## src/rtl/core/predictor_byte_compressor_defines.svh

```systemverilog
// Assertion macros shared by the compressor RTL.
`ifndef PREDICTOR_BYTE_COMPRESSOR_DEFINES_SVH
`define PREDICTOR_BYTE_COMPRESSOR_DEFINES_SVH

// Same-cycle implication, disabled while reset is high.
`define PBC_ASSERT_NOW(lbl, ck, rs, ante, cons) \
  lbl: assert property (@(posedge ck) disable iff (rs) (ante) |-> (cons)) \
    else $error("pbc: same-cycle check failed");

// Next-cycle implication, disabled while reset is high.
`define PBC_ASSERT_NEXT(lbl, ck, rs, ante, cons) \
  lbl: assert property (@(posedge ck) disable iff (rs) (ante) |=> (cons)) \
    else $error("pbc: next-cycle check failed");

`endif

```

## src/rtl/core/pbc_pkg.sv

```systemverilog
// Shared types and constants of the predictor byte compressor.
package pbc_pkg;

  localparam int unsigned GROUP_LEN = 8;

  typedef enum logic {
    ST_CLEAR,
    ST_RUN
  } pbc_state_t;

  // One classified byte travelling from the predictor to the packer.
  typedef struct packed {
    logic [7:0] data;
    logic       miss;
    logic       eos;
  } pbc_rec_t;

endpackage

```

## src/rtl/core/pbc_fifo.sv

```systemverilog
// Short queue of classified bytes between the predictor and the packer.
module pbc_fifo #(
  parameter int unsigned DEPTH = 4
) (
  input  logic              clk,
  input  logic              rst,
  input  logic              push_valid,
  output logic              push_ready,
  input  pbc_pkg::pbc_rec_t push_rec,
  output logic              pop_valid,
  input  logic              pop_ready,
  output pbc_pkg::pbc_rec_t pop_rec
);

  localparam int unsigned PTR_W = (DEPTH > 1) ? $clog2(DEPTH) : 1;
  localparam int unsigned CNT_W = $clog2(DEPTH + 1);
  localparam logic [PTR_W-1:0] PTR_LAST = PTR_W'(DEPTH - 1);
  localparam logic [CNT_W-1:0] CNT_FULL = CNT_W'(DEPTH);

  pbc_pkg::pbc_rec_t slots [DEPTH];
  logic [PTR_W-1:0]  head;
  logic [PTR_W-1:0]  tail;
  logic [CNT_W-1:0]  count;
  logic              do_push;
  logic              do_pop;

  assign push_ready = (count != CNT_FULL);
  assign pop_valid  = (count != '0);
  assign pop_rec    = slots[head];
  assign do_push    = push_valid && push_ready;
  assign do_pop     = pop_valid && pop_ready;

  always_ff @(posedge clk) begin
    if (rst) begin
      head  <= '0;
      tail  <= '0;
      count <= '0;
    end else begin
      if (do_push) begin
        tail <= (tail == PTR_LAST) ? '0 : tail + 1'b1;
      end
      if (do_pop) begin
        head <= (head == PTR_LAST) ? '0 : head + 1'b1;
      end
      if (do_push && !do_pop) begin
        count <= count + 1'b1;
      end else if (do_pop && !do_push) begin
        count <= count - 1'b1;
      end
    end
  end

  always_ff @(posedge clk) begin
    if (do_push) begin
      slots[tail] <= push_rec;
    end
  end

endmodule

```

## config.mk

```make
export PLATFORM = sky130hd
export DESIGN_NAME = pbc_fifo
export DESIGN_NICKNAME = d
export VERILOG_FILES = /design/src/rtl/core/predictor_byte_compressor_defines.svh /design/src/rtl/core/pbc_pkg.sv /design/src/rtl/core/pbc_fifo.sv
export SDC_FILE = /design/constraint.sdc
export NUM_CORES = 1
export LEC_CHECK = 0
export BUFFER_PORTS_ARGS = -buffer_cell sky130_fd_sc_hd__buf_2
export CORE_AREA = 3 3 66 68
export DETAILED_ROUTE_END_ITERATION = 6
export DIE_AREA = 0 0 69 71
export GPL_TIMING_DRIVEN = 0
export MAX_ROUTING_LAYER = met4
export PLACE_DENSITY = 0.72
export RECOVER_POWER = 50
export REMOVE_ABC_BUFFERS = 1
export SLEW_MARGIN = 20
export SYNTH_ARGS = -nofsm -noshare
export SYNTH_HDL_FRONTEND = slang
export SYNTH_SLANG_ARGS = --single-unit
```

## constraint.sdc

```tcl
create_clock -name clk -period 2.4 [get_ports clk]
set_clock_uncertainty 0.1 [all_clocks]
set_input_delay 0.24 -clock clk [delete_from_list [all_inputs] [get_ports clk]]
set_output_delay 0.24 -clock clk [all_outputs]
set_load 0.03 [all_outputs]
```

==> results.toml <==
[clock_network]
htree_levels = 2
hold_buffers = 0
cts_made_buffers = 5
cts_tree = "done"
clkLatencyLatePin_ps = 300
cts.sinks = 49
clockRootBuffer = "clkbuf_8"
path_clk_slew_ps = 80
clock_path_buffers = 2

[hold_path]
hold_path.class = "input pin to register"
hold_path_startpoint = "push_rec[1]"

[place]
dp_hpwl_um = 2150
dp.cells = 171
place.port_buffers = 25
gp_congestion = 0.643
dp_slack_ps = -83.9

[route]
vias_per_cell = 5.32
drt_pass1_iterations = 4
postRouteAntennaNets = 0
wire_per_inst_um = 17.3
drc_errors = 0
drtIter0Drc = 38
num_vias = 952
finalWirelength_um = 3090

[grt]
globalRoute.totalOverflow = 0
grt_pass1_wl_um = 5000
antenna_found_initial = 0
grt_pass1_vias = 1008
grt_max_degree = 16
grtUsageTotal_pct = 14.2

[pwr]
seqPwrFrac_pct = 46.0
power.density_nw_per_um2 = 1130
ir_worst_vdd_mv = 0.794
p_sw_uw = 767
swShare_pct = 30.4
p_clk_share_pct = 26.5
power_leakage_uw = 0.000788
p_int_uw = 1760
combPwrFrac_pct = 27.6

[timing]
clock.fmax_mhz = 435
setup_ws_ps = 102
finalSetupViolations = 0
slew_headroom_pct = 53.8
setup_tns_ps = 0
whs_ps = 103
drv_slew = 0
tightest_slew_ps = 692
period_minus_slack_ps = 2300
finalHoldViolations = 0
period_share_pct = 95.7
rsz0062_at_grt = "false"

[logic_synthesis]
synth_warnings = 0
yosysUniqueCellTypes = 26
synth-xor-area-share_pct = 0.913
yosysTopAreaCell = "edfxtp_1"
yosysTopAreaCellShare_pct = 62.6
synth-adder-area-share_pct = 4.95
syn_inst = 100
synth-compound-area-share_pct = 1.83
synthMuxAreaShare_pct = 13.3
synth_area_leaders = "edfxtp_1, mux4_2, dfxtp_1"
ys_ff_latch = 49
syn-cell-area_sq_um = 1920
synth-simple-area-share_pct = 5.54
ys_seq_area_share_pct = 72.0
syn_area_per_cell_sq_um = 19.2
synth_top_family_by_area = "multiplexers"

[floorplanning]
core_area_sq_um = 3910
num_rows = 23
die_area_sq_um = 4900
die_x_um = 69
start_util_pct = 49.0
io_pins = 26
fp.dieH_um = 71

[final_layout]
ff_latch_area_sq_um = 1390
area_delta_synth_final_pct = 16.2
antenna_cells = 0
fillers = 324
multiInputGateArea_sq_um = 524
final_layout_size_suffix_gt1_share_pct = 34.9
fin_cells = 179
nets = 149

[outcome]
outcome = "finished clean"

[critical_path]
start_kind = "register"
r2r_start = "count[2]"
worstSetupPathType = "register to register"
worstSetupEndpointType = "register"
worstPathRequired_ps = 2520
crit_arrival_ps = 2420
critPathMaxFanout = 7
crit_path_start = "count[2]"

[run]
max_cap_viol_count = 0
[timing repair]
item                       CTS  global route
resized for setup            2             4
buffers inserted             0             0
setup endpoints to repair    1             1
[worst paths after layout]
check / end / slack, ps / depth (start not counted)
max: count[2] / 100 / 8
min: slots[2][1] / 100 / 1
max reg2reg: count[2] / 100 / 8
min reg2reg: register / 420 / 2
[stage by stage]
stage / cell area (sq um) / utilization, % / power, uW
floorplan: 1900 / - / 1660
global placement: 2090 / 53.4 / 1810
detailed placement: 2090 / 53.4 / 1850
CTS: 2230 / 57.0 / 2530
global route: 2230 / 57.0 / 2650
finish: 2230 / 57.0 / 2520
[power groups by stage]
| stage | sequential [uW] | combinational, uW | clock (uW) |
|---|---|---|---|
| 2_1_floorplan | 1130 | 525 | 0 |
| 3_3_place_gp | 1150 | 660 | 0 |
| 3_5_place_dp | 1160 | 689 | 0 |
| 4_1_cts | 1150 | 701 | 682 |
| 5_1_grt | 1180 | 753 | 716 |
| 6_report | 1160 | 696 | 668 |
[placed cells by master (no fill, tap or decap), drive strengths merged]
cell and instances:
edfxtp 40, buf 15, clkbuf 15, mux4 10, dfxtp 9, ha 6
and3 4, inv 3, nor2 3, mux2i 3, or3 3, xor2 2
a21oi 2, nand2b 2, bufinv 2, o31ai 2, or3b 1, and2 1
nand2 1, nor3 1, nand3 1, o21ai 1, fa 1, clkinv 1
[registers in the layout, summed over array words and instances, names as in the netlist, named ones only]
register  flops
count         3
head          2
slots        40
tail          2
[cells in the mapped netlist]
library cell and instances:
a21oi_1 2, and2_4 1, and3_2 4, buf_1 1, buf_2 1, clkbuf_1 1, clkbuf_2 1, dfxtp_1 9
edfxtp_1 40, fa_1 1, ha_1 6, inv_1 3, mux2i_1 3, mux4_2 10, nand2_1 1, nand2b_1 2
nand3_1 1, nor2_1 3, nor3_1 1, o21ai_0 1, o31ai_1 1, o31ai_2 1, or3_1 1, or3_2 2
or3b_1 1, xor2_1 2
[layout make-up]
| class | count | share of cell area (%) |
|---|---|---|
| multi-input cells | 44 | 23.5 |
| clock buffers | 5 | 3.09 |
| flip-flops and latches | 49 | 62.1 |
| repair buffers | 25 | 5.05 |
| clock inverters | 3 | 2.92 |
| inverters | 3 | 0.505 |
| well taps | 50 | 2.81 |
[cell families after synthesis]
family / after synthesis
DFF: 49
and+or+nand+nor: 17
muxes: 13
buffers and inverters: 7
adders and majority gates: 7
AOI/OAI and AO/OA: 5
xor gates and xnor gates: 2
[routing by layer]
| metal | track usage, % | part of all wire (%) |
|---|---|---|
| met1 | 14.9 | 36 |
| met4 | 5.86 | 1.9 |
| met5 | - | 0 |
| met3 | 4.26 | 6.1 |
| met2 | 24.9 | 56 |
[critical path: stages, from the launching register on]
cell	delay, ps
dfxtp_2	350
or3b_4	270
and2_4	170
ha_1	180
inv_1	60
fa_1	370
xor2_1	160
or3_2	410
a21oi_1	140
Note: power is estimated with default switching activity, not from simulation.
