**src/rtl/core/predictor_byte_compressor_defines.svh**
```systemverilog
// Assertion macros shared by the compressor RTL.
`ifndef PREDICTOR_BYTE_COMPRESSOR_DEFINES_SVH
`define PREDICTOR_BYTE_COMPRESSOR_DEFINES_SVH

// Same-cycle implication, disabled while reset is high.
`define PBC_ASSERT_NOW(lbl, ck, rs, ante, cons) \
  lbl: assert property (@(posedge ck) disable iff (rs) (ante) |-> (cons)) \
    else $error("pbc: same-cycle check failed");

// Next-cycle implication, disabled while reset is high.
`define PBC_ASSERT_NEXT(lbl, ck, rs, ante, cons) \
  lbl: assert property (@(posedge ck) disable iff (rs) (ante) |=> (cons)) \
    else $error("pbc: next-cycle check failed");

`endif

```
**src/rtl/core/pbc_pkg.sv**
```systemverilog
// Shared types and constants of the predictor byte compressor.
package pbc_pkg;

  localparam int unsigned GROUP_LEN = 8;

  typedef enum logic {
    ST_CLEAR,
    ST_RUN
  } pbc_state_t;

  // One classified byte travelling from the predictor to the packer.
  typedef struct packed {
    logic [7:0] data;
    logic       miss;
    logic       eos;
  } pbc_rec_t;

endpackage

```
**src/rtl/core/pbc_pack.sv**
```systemverilog
// Group packer: gathers flags and literals, then serialises each finished group.
`include "predictor_byte_compressor_defines.svh"

module pbc_pack (
  input  logic              clk,
  input  logic              rst,
  input  logic              rec_valid,
  output logic              rec_ready,
  input  pbc_pkg::pbc_rec_t rec,
  output logic              out_valid,
  input  logic              out_ready,
  output logic [7:0]        out_byte,
  output logic              is_flags,
  output logic              last_of_run
);

  localparam logic [2:0] POS_LAST = 3'(pbc_pkg::GROUP_LEN - 1);

  // Group being gathered
  logic [2:0] pos;
  logic [7:0] flags;
  logic [3:0] lit_count;
  logic [7:0] lits [pbc_pkg::GROUP_LEN];

  // Finished group being sent
  logic       emit_valid;
  logic [7:0] emit_flags;
  logic [7:0] emit_lits [pbc_pkg::GROUP_LEN];
  logic [3:0] emit_count;
  logic [3:0] emit_idx;

  logic       close;
  logic       bank_free;
  logic       pop;
  logic       out_fire;
  logic       emit_last;
  logic [7:0] flags_next;
  logic [7:0] flags_aligned;
  logic [3:0] count_next;
  logic [7:0] lits_next [pbc_pkg::GROUP_LEN];

  assign emit_last = (emit_idx == emit_count);
  assign out_fire  = emit_valid && out_ready;
  assign bank_free = !emit_valid || (out_fire && emit_last);
  assign close     = rec.eos || (pos == POS_LAST);
  assign pop       = rec_valid && (!close || bank_free);
  assign rec_ready = !close || bank_free;

  assign flags_next    = {flags[6:0], rec.miss};
  // Left-align a short group so its first byte sits in the MSB
  assign flags_aligned = flags_next << (POS_LAST - pos);
  assign count_next    = lit_count + {3'b000, rec.miss};

  always_comb begin
    lits_next = lits;
    if (rec.miss) begin
      lits_next[lit_count[2:0]] = rec.data;
    end
  end

  assign out_valid   = emit_valid;
  assign is_flags    = (emit_idx == 4'd0);
  assign last_of_run = emit_last;
  assign out_byte    = is_flags ? emit_flags : emit_lits[3'(emit_idx - 4'd1)];

  always_ff @(posedge clk) begin
    if (rst) begin
      pos        <= '0;
      flags      <= '0;
      lit_count  <= '0;
      emit_valid <= 1'b0;
      emit_idx   <= '0;
      emit_count <= '0;
    end else begin
      if (pop) begin
        if (close) begin
          pos       <= '0;
          flags     <= '0;
          lit_count <= '0;
        end else begin
          pos       <= pos + 1'b1;
          flags     <= flags_next;
          lit_count <= count_next;
        end
      end
      if (pop && close) begin
        emit_valid <= 1'b1;
        emit_idx   <= '0;
        emit_count <= count_next;
      end else if (out_fire) begin
        if (emit_last) begin
          emit_valid <= 1'b0;
        end else begin
          emit_idx <= emit_idx + 1'b1;
        end
      end
    end
  end

  always_ff @(posedge clk) begin
    if (pop) begin
      lits <= lits_next;
    end
    if (pop && close) begin
      emit_flags <= flags_aligned;
      emit_lits  <= lits_next;
    end
  end

  `PBC_ASSERT_NOW(a_idx_in_range, clk, rst, emit_valid, emit_idx <= emit_count)
  `PBC_ASSERT_NOW(a_count_bound, clk, rst, 1'b1, lit_count <= {1'b0, pos})
  `PBC_ASSERT_NEXT(a_group_restart, clk, rst, out_fire && emit_last,
                   !emit_valid || (emit_idx == 4'd0))

endmodule

```
**config.mk**
```make
export PLATFORM = sky130hd
export DESIGN_NAME = pbc_pack
export DESIGN_NICKNAME = d
export VERILOG_FILES = /design/src/rtl/core/pbc_pkg.sv /design/src/rtl/core/pbc_pack.sv
export VERILOG_INCLUDE_DIRS = /design/src /design/src/rtl/core
export SDC_FILE = /design/constraint.sdc
export NUM_CORES = 1
export LEC_CHECK = 0
export BUFFER_PORTS_ARGS = -buffer_cell sky130_fd_sc_hd__buf_2
export CAP_MARGIN = 20
export CORE_MARGIN = 2
export CORE_UTILIZATION = 40
export DETAILED_ROUTE_END_ITERATION = 10
export PLACE_DENSITY = 0.67
export SLEW_MARGIN = 20
export SYNTH_ARGS = -nofsm -noshare
export SYNTH_HDL_FRONTEND = slang
export SYNTH_SLANG_ARGS = --single-unit
```
**constraint.sdc**
```tcl
create_clock -name clk -period 9.1 [get_ports clk]
set_input_delay 0.455 -clock clk [delete_from_list [all_inputs] [get_ports clk]]
set_output_delay 0.455 -clock clk [all_outputs]
set_load 0.02 [all_outputs]
```
==> impl.org, run 1 <==
** Logic synthesis
- Post-synthesis average cell area :: 15.6 um^2
- Sequential-to-total area share from yosys stat :: 0.665
- Post-synth EDFFs :: 136
- Synthesis inferred around 160 register bits.
- Synthesis produced 438 cells.
- Most area-hungry cell type in the Yosys netlist :: edfxtp_1
- Count of warnings emitted by yosys :: 0
- Proportion of synthesized flip-flops having asynchronous set or reset :: 0
- The share of synthesized area in the top cell type comes to 0.597.
- The synthesized netlist contains 37 unique library cells.
- The synthesized netlist occupies a cell area of just under 0.007 mm^2.
- Net count after synthesis :: around 460
- In the post-synthesis netlist, the biggest area contributors are edfxtp_1, mux2_2, dfxtp_1, mux4_2, mux2i_1.
- Commonest register cell after synthesis :: edfxtp_1

** CTS
- Counting along the longest clock path gives a buffer depth of 2.
- For the worst-skew pair, the clock arrives at the later sink with an insertion delay of between 0.4 and 0.5 ns.
- Once the clock tree was built, the resizer swapped 0 gates to a different size.
- Cts bufs inserted :: 17
- Post-CTS Setup Inserts :: 0
- Clk root buf :: clkbuf_16
- After clock tree synthesis, the clock-pin slew on the worst setup and hold paths is ~0.06 ns.
- CTS tree :: built
- In this run, post-CTS hold repair placed 0 buffers.
- CTS saw 159 sinks.
- H-tree levels :: 4

** Power
- Combinational group share of total power :: 0.059
- The share of total power dissipated in the clock network is 0.407.
- The internal portion of the total power is around 0.0013 W.
- Worst voltage drop across the vdd grid :: between 0.0001 and 0.00015 V
- The analysis attributes to net switching a power of between 0.0003 and 0.0004 W.
- Of the total power, the share spent switching nets is 0.222.
- Leakage power of the design :: about 2.6 nW
- Sequential fraction of design power :: 0.533
- Dividing total power by cell area gives a power density of 209 mW/mm^2.

** Final layout
- Summing all flip-flop and latch instances after layout gives approximately 0.0045 mm^2.
- NumNets Final :: between 400 and 500
- Final non-filler cell area :: about 0.0078 mm^2
- # fillers :: between 1000 and 1500
- Area used by multi-input combinational logic :: 0.00221 mm^2
- In the final layout, the share of cells above drive strength 1 is 0.310.
- The repair_antennas step left the layout with diodes totalling 0.
- Relative to the synthesized area, the layout overhead comes to 13.5%.

** STA
- Total count of max-transition violations in the final report :: 0
- Relative max-transition margin :: 0.292
- The number of hold violations in the final report is 0.
- Worst Max-Slew Pin Slew :: roughly 1.1 ns
- Final clock period utilization by the worst path :: 0.385
- Setup violations remaining at the end of the flow were counted as 0.
- For the final routed database, the setup TNS stands at 0 ns.
- Static timing analysis puts the maximum clock frequency at approximately 290 MHz.
- Shortest clock period the worst path allows after layout :: about 3.5 ns
- Setup repair after global routing left no endpoint under its margin.
- For the final database, setup skew stands at 0.00957 ns.

** Min path
- The tightest min-delay check is of the primary input to flip-flop type.
- Number of stages on the worst hold path :: 3

** Floorplan
- The initial utilization of the core area, before any placement, comes to 0.411.
- The floorplan step set the die height to 135 um.
- The initialized floorplan defines 47 standard-cell rows.
- The die covers ~0.018 mm^2.
- Die Width :: 135 um
- Std-Cell Core Area :: ~0.017 mm^2
- I/O pins :: 26

** Critical path
- STA puts the critical path data arrival time at a little over 3 ns.
- In this run the worst path has a maximum fanout of 22.
- The worst setup path is launched from a flip-flop.
- The critical path goes through buf_4 > inv_1 > ha_1 > mux4_2 > mux2i_1 > o21ai_0 > buf_2.
- Critical path capture point type :: output pin
- The endpoint identified for the worst register-to-register timing path is emit_lits[25].
- Counting cells, the worst reg-to-reg path comes to 7.
- Slowest stage delay, CP :: about 0.84 ns
- Crit path buf inv count :: 3
- The slowest stage of the critical path belongs to the cell ha_1.
- In this design, the largest share of critical-path delay is due to adder cells.
- Data on the critical path is required at its endpoint by roughly 8.7 ns.
- Slack of the worst reg-to-reg path :: just under 6 ns
- WS Path Type :: flip-flop to output pin
- Number of cells on the critical path :: 7
- The critical path ends at out_byte[1].
- In this run the critical register-to-register path is launched from pos[0].
- Worst setup path startpoint :: emit_idx[0]

** Drt
- Vias per inst :: roughly 5.5
- The final layout contains routed wiring with a total length of 13400 um.
- Routed length per placed instance :: about 19 um
- The pre-antenna-repair detailed-routing pass consisted of 4 iterations.
- Number of routed nets with antenna violations :: 0
- After detailed routing, the number of remaining DRC violations is 0.
- After the first detailed-routing iteration, the DRC count stood at roughly 290.
- Via count :: slightly below 4000

** Global routing
- The first global-routing pass estimated 21300 um of wire.
- The number of global-route vias before repair was slightly below 4000.
- Largest net degree at the start of global routing :: between 70 and 80
- GRT Total Usage :: 0.158
- Initial antenna violation count :: 0
- For this run the aggregate overflow at the end of global routing stands at 0.

** Place
- DP Area :: a little over 0.007 mm^2
- HPWL reported at the end of detailed placement :: between 8000 and 9000 um
- Buffers placed on the I/O ports in this run total 25.
- Gpl congestion :: ~0.76

** Flow run
- Across the run, the number of max-cap violations was 0.

** Outcome
- Result of the run :: finished, final reports clean
[cells in the mapped netlist, drive strengths merged, types with 3 or more instances]
library cell,count
a21oi,20
a311oi,4
a31oi,4
buf,5
clkbuf,13
dfxtp,23
edfxtp,136
ha,7
inv,5
mux2,66
mux2i,17
mux4,16
nand2,33
nand2b,3
nand3,6
nand4,3
nand4b,3
nor2,8
nor3,4
nor3b,11
o21ai,27
xnor2,5
[power groups by stage]
stage          Sequential, W  Clock (W)  Combinational (W)
2_1_floorplan       0.000872          0          0.0000684
3_3_place_gp        0.000878          0          0.0000926
3_5_place_dp        0.000878          0          0.0000964
4_1_cts             0.000863   0.000674          0.0000966
5_1_grt             0.000867   0.000705           0.000106
6_report            0.000863   0.000659          0.0000958
[stage by stage]
step / setup WS [ns] / util / hold WS [ns] / instances / power, W
final: 5.59 / 0.466 / 0.351 / 701 / 0.00162
after global placement: 6.07 / 0.433 / 0.456 / 670 / 0.000970
after detailed placement: 5.96 / 0.433 / 0.467 / 670 / 0.000975
after CTS: 5.50 / 0.466 / 0.336 / 701 / 0.00163
after global routing: 5.32 / 0.466 / 0.365 / 701 / 0.00168
after floorplan: 5.89 / - / 0.444 / 438 / 0.000940
[flip-flops by register name, summed over array words and instances (netlist names)]
signal,cells
lit_count,4
emit_idx,4
emit_flags,8
lits,64
out_valid,1
flags,7
pos,3
emit_lits,64
emit_count,4
[layout by cell type, fill, tap and decap left out, types with 3 or more instances in the layout]
| master | n |
|---|---|
| nor3b_1 | 8 |
| mux2_2 | 66 |
| nand4_1 | 3 |
| clkbuf_16 | 17 |
| xnor2_1 | 5 |
| inv_6 | 3 |
| nand2b_1 | 3 |
| a21oi_1 | 20 |
| nand4b_1 | 3 |
| a31oi_1 | 4 |
| nor2_1 | 8 |
| a311oi_1 | 4 |
| mux4_2 | 16 |
| mux2i_1 | 17 |
| o21ai_0 | 27 |
| buf_4 | 5 |
| buf_2 | 25 |
| edfxtp_1 | 136 |
| clkinv_4 | 3 |
| nand2_1 | 33 |
| nand3_1 | 6 |
| inv_1 | 4 |
| dfxtp_1 | 23 |
| clkinv_1 | 3 |
| ha_1 | 7 |
[worst min-delay path: stages]
cell and delay (ns):
buf_2 0.12, nand4_1 0.09, a21oi_1 0.06
[kinds of logic (layout without fill, tap and decap cells)]
family          Yosys count  in the layout  synth area share
flops                   159            159             0.665
mux                      99             99             0.186
simple gates             80             80            0.0630
compound gates           62             62            0.0511
buf+inv                  25             68            0.0143
fa+ha+maj                 7              7            0.0128
xor+xnor                  6              6           0.00769
[cell type report]
class	instances	share of cell area
Sequential cell	159	0.586
Multi-Input combinational cell	254	0.284
Clock buffer	19	0.0558
Tap cell	220	0.0355
Timing Repair Buffer	30	0.0210
Clock inverter	12	0.0144
Inverter	7	0.00339
[layer usage]
metal  GRT usage  up-vias  share of wire
met4      0.0596        0          0.020
met5           0        -              0
met3      0.0495       21          0.049
li1            -     1777              -
met2       0.239      102           0.47
met1       0.213     1972           0.46
[worst min-delay path by stage]
stage / from / to / slack [ns]
global placement: flags[6] / flags[6] / 0.46
finish: out_ready / emit_idx[1] / 0.35
detailed placement: emit_count[1] / emit_count[1] / 0.47
floorplan: flags[6] / flags[6] / 0.44
CTS: out_ready / emit_idx[1] / 0.34
global route: out_ready / emit_idx[1] / 0.36
Power figures use the tool's default switching activity.
==> inputs of run 2 (changes only) <==
==> constraint.sdc (replaced) <==
create_clock -name clk -period 3.6 [get_ports clk]
set_input_delay 0.18 -clock clk [delete_from_list [all_inputs] [get_ports clk]]
set_output_delay 0.18 -clock clk [all_outputs]
set_load 0.02 [all_outputs]
==> run 2 against run 1 <==
  * Critical path depth is 1 lower
  * Clock skew is 0.0047 ns lower
  * Sequential power grew to 2.5 times the previous value
  * Register-to-register slack worse by 5.1 ns
  * First-iteration DRC count is 2.1% higher
  * Cell count stayed put
  * Global-route usage is 0.36 points lower
  * Die area stayed put
  * Sequential share of layout area is 0.15 points lower
  * Hold slack worse by 0.27 ns
  * Clock power grew to 2.5 times the previous value
==> impl.org, run 2 (synthesis results as in run 1) <==
** Place
- Summing all placed instances gives a cell area of 0.00723 mm^2.
- Number of placed instances with taps included :: 670
- The wire-length estimate of the detail-placed layout is roughly 8400 um.
- Gpl congestion :: just under 0.8
- PortBufs :: 25

** Critical path
- Along the worst path, the maximum fanout reaches 17.
- STA puts the critical path data arrival time at 2.88 ns.
- STA puts the critical path data required time at ~3.4 ns.
- Worst setup path startpoint :: emit_idx[0]
- WS Path Type :: flip-flop to output pin
- The worst register-to-register path ends at emit_lits[9].
- Critical path capture point type :: output pin
- Crit start category :: flip-flop
- Slowest stage delay, CP :: approximately 0.84 ns
- The startpoint identified for the worst register-to-register timing path is pos[0].
- Slack of the worst reg-to-reg path :: between 0.8 and 0.9 ns
- Measured in cells, the most critical reg-to-reg path has a length of 7.
- Worst-path cell chain :: inv_1 > ha_1 > mux4_2 > mux2i_1 > o21ai_0 > buf_2
- Among all stages on the critical path, the largest delay is contributed by ha_1.

** STA
- Shortest clock period the worst path allows after layout :: 3.06 ns
- Unrepaired setup endpoints after global routing :: false
- Total count of max-transition violations in the final report :: 0
- The number of hold violations in the final report is 0.
- At the pin with the least slew margin, the transition time is between 1 and 1.5 ns.
- Final clock period utilization by the worst path :: 0.851
- Between clock sinks in the finished design, the worst skew comes to a little under 0.005 ns.
- Relative max-transition margin :: 0.280
- Hold is met by 0.0820 ns.
- Fmax achieved :: ~330 MHz
- Setup violations remaining at the end of the flow were counted as 0.
- Total negative setup slack :: 0 ns

** Drt
- Count of unresolved DRC violations after routing :: 0
- The first TritonRoute pass finished after 5 iterations.
- For this block, the via count after detailed routing is just under 4000.
- Routed length per placed instance :: 19.0 um
- After the first detailed-routing iteration, the DRC count stood at slightly below 300.
- Number of routed nets with antenna violations :: 0
- In the routed layout, each cell is associated on average with a via count of 5.55.
- Wirelength, routed :: between 10000 and 15000 um

** Power
- Power per standard cell area :: around 530 mW/mm^2
- Total power :: 0.00409 W
- Worst voltage drop across the vdd grid :: between 0.0003 and 0.0004 V
- Leakage power of the design :: around 2.6 nW

** CTS
- The tree is rooted in a clkbuf_16.
- Clock tree synthesis found a total of about 160 sinks.
- CTS tree :: built
- The H-tree was split into 4 levels.
- After clock tree synthesis, the clock-pin slew on the worst setup and hold paths is roughly 0.060 ns.
- Buffer levels on the longest clock path :: 2
- Post-CTS Hold Fix Bufs :: 0
- In this run the post-CTS setup repair buffer count came out at 0.
- Number of gates resized after CTS :: 0
- At the later pin of the worst-skew pair, clock insertion delay measures approximately 0.43 ns.
- In this run, CTS created clock tree buffers numbering 17.

** Min path
- Hold/Removal Path Class :: primary input to flip-flop
- Capture endpoint of the worst hold path :: emit_idx[1]
- Startpoint of the worst hold path :: out_ready
- Number of stages on the worst hold path :: 3

** Final layout
- Final non-filler cell area :: 0.00778 mm^2
- Fraction of final layout cells sized beyond drive strength 1 :: 0.312
- # fillers :: about 1400
- Layout Cells excl Fill :: 701
- Leaving out fill and tap cells, the most frequent cells in the layout are edfxtp_1, mux2_2, nand2_1, o21ai_0, buf_2.
- Final antenna diode count :: 0
- The net count of the finished layout is around 500.
- Area Overhead vs Synth :: 13.8%
- Leaving out fill and tap cells, the most frequent cell in the layout is edfxtp_1.
- The largest registers in the layout are emit_lits x64, lits x64, emit_flags x8.

** Global routing
- The initial antenna violation count was 0.
- In the global route stage, overall resource usage came out at 0.154.
- Largest net degree at the start of global routing :: between 60 and 70
- Global-route wire length before repair :: 20900 um
- After global routing the overflow that remains totals 0.
- The number of global-route vias before repair came to 3800.

** Outcome
- The run finished with clean final reports.

** Floorplan
- In this run the horizontal extent of the chip is around 130 um.
- The die covers between 0.015 and 0.02 mm^2.
- Number of rows in the core area :: 47
- Std-Cell Core Area :: approximately 0.017 mm^2
- Initial Utilization :: 0.411
- Die extent in y :: about 130 um
- I/O pins :: 26

** Flow run
- Number of violations of the max-capacitance limit :: 0
## run 2: changes by cell type in the layout (fill, tap and decap cells not counted)
cell	previous run	this run
buf_12	0	2
clkinv_4	3	2
buf_4	5	3
inv_6	3	2
clkbuf_1	2	0
nor3b_4	1	0
nor3b_2	2	3
clkinv_1	3	4
clkinvlp_4	2	5
## run 2: worst max-delay path by stage
| stage | to | slack [ns] | cells past startpoint |
|---|---|---|---|
| floorplan | emit_flags[0] | 0.39 | 6 |
| global route | out_byte[1] | 0.39 | 6 |
| detailed placement | emit_lits[9] | 0.86 | 7 |
| global placement | emit_lits[25] | 0.93 | 7 |
| CTS | out_byte[1] | 0.47 | 6 |
| finish | out_byte[0] | 0.54 | 6 |
## run 2: critical path, delay by kind of cell (launching register included)
family | cells | cell delay [ns]
fa+ha+maj | 1 | 0.84
mux | 2 | 0.75
flops | 1 | 0.44
buf+inv | 2 | 0.30
compound gates | 1 | 0.12
## run 2: final cells by class
class | instances | area, um^2 | area share
Clock inverter | 14 | 120 | 0.0154
Inverter | 7 | 26.3 | 0.00338
Multi-Input combinational cell | 254 | 2200 | 0.283
Timing Repair Buffer | 30 | 188 | 0.0241
Sequential cell | 159 | 4540 | 0.584
Tap cell | 220 | 275 | 0.0354
Clock buffer | 17 | 425 | 0.0547
## run 2: metrics by stage
step | utilization | setup WS (ns)
after floorplan | - | 0.395
after global placement | 0.435 | 0.926
after detailed placement | 0.435 | 0.857
after CTS | 0.467 | 0.468
after global routing | 0.467 | 0.386
final | 0.467 | 0.535
## run 2: power by group
part | leakage [nW] | switching, W | internal [W]
registers | 1.49 | 0.0000367 | 0.00214
logic | 0.871 | 0.000156 | 0.0000959
clock network | 0.253 | 0.000718 | 0.000943
total | 2.62 | 0.000911 | 0.00318
## run 2: layer usage
metal  vias up  track usage  part of all wire
li1       1779            -                 -
met3        16       0.0428             0.048
met5         -            0                 0
met1      1994        0.202              0.45
met2       103        0.250              0.49
met4         0       0.0480             0.012
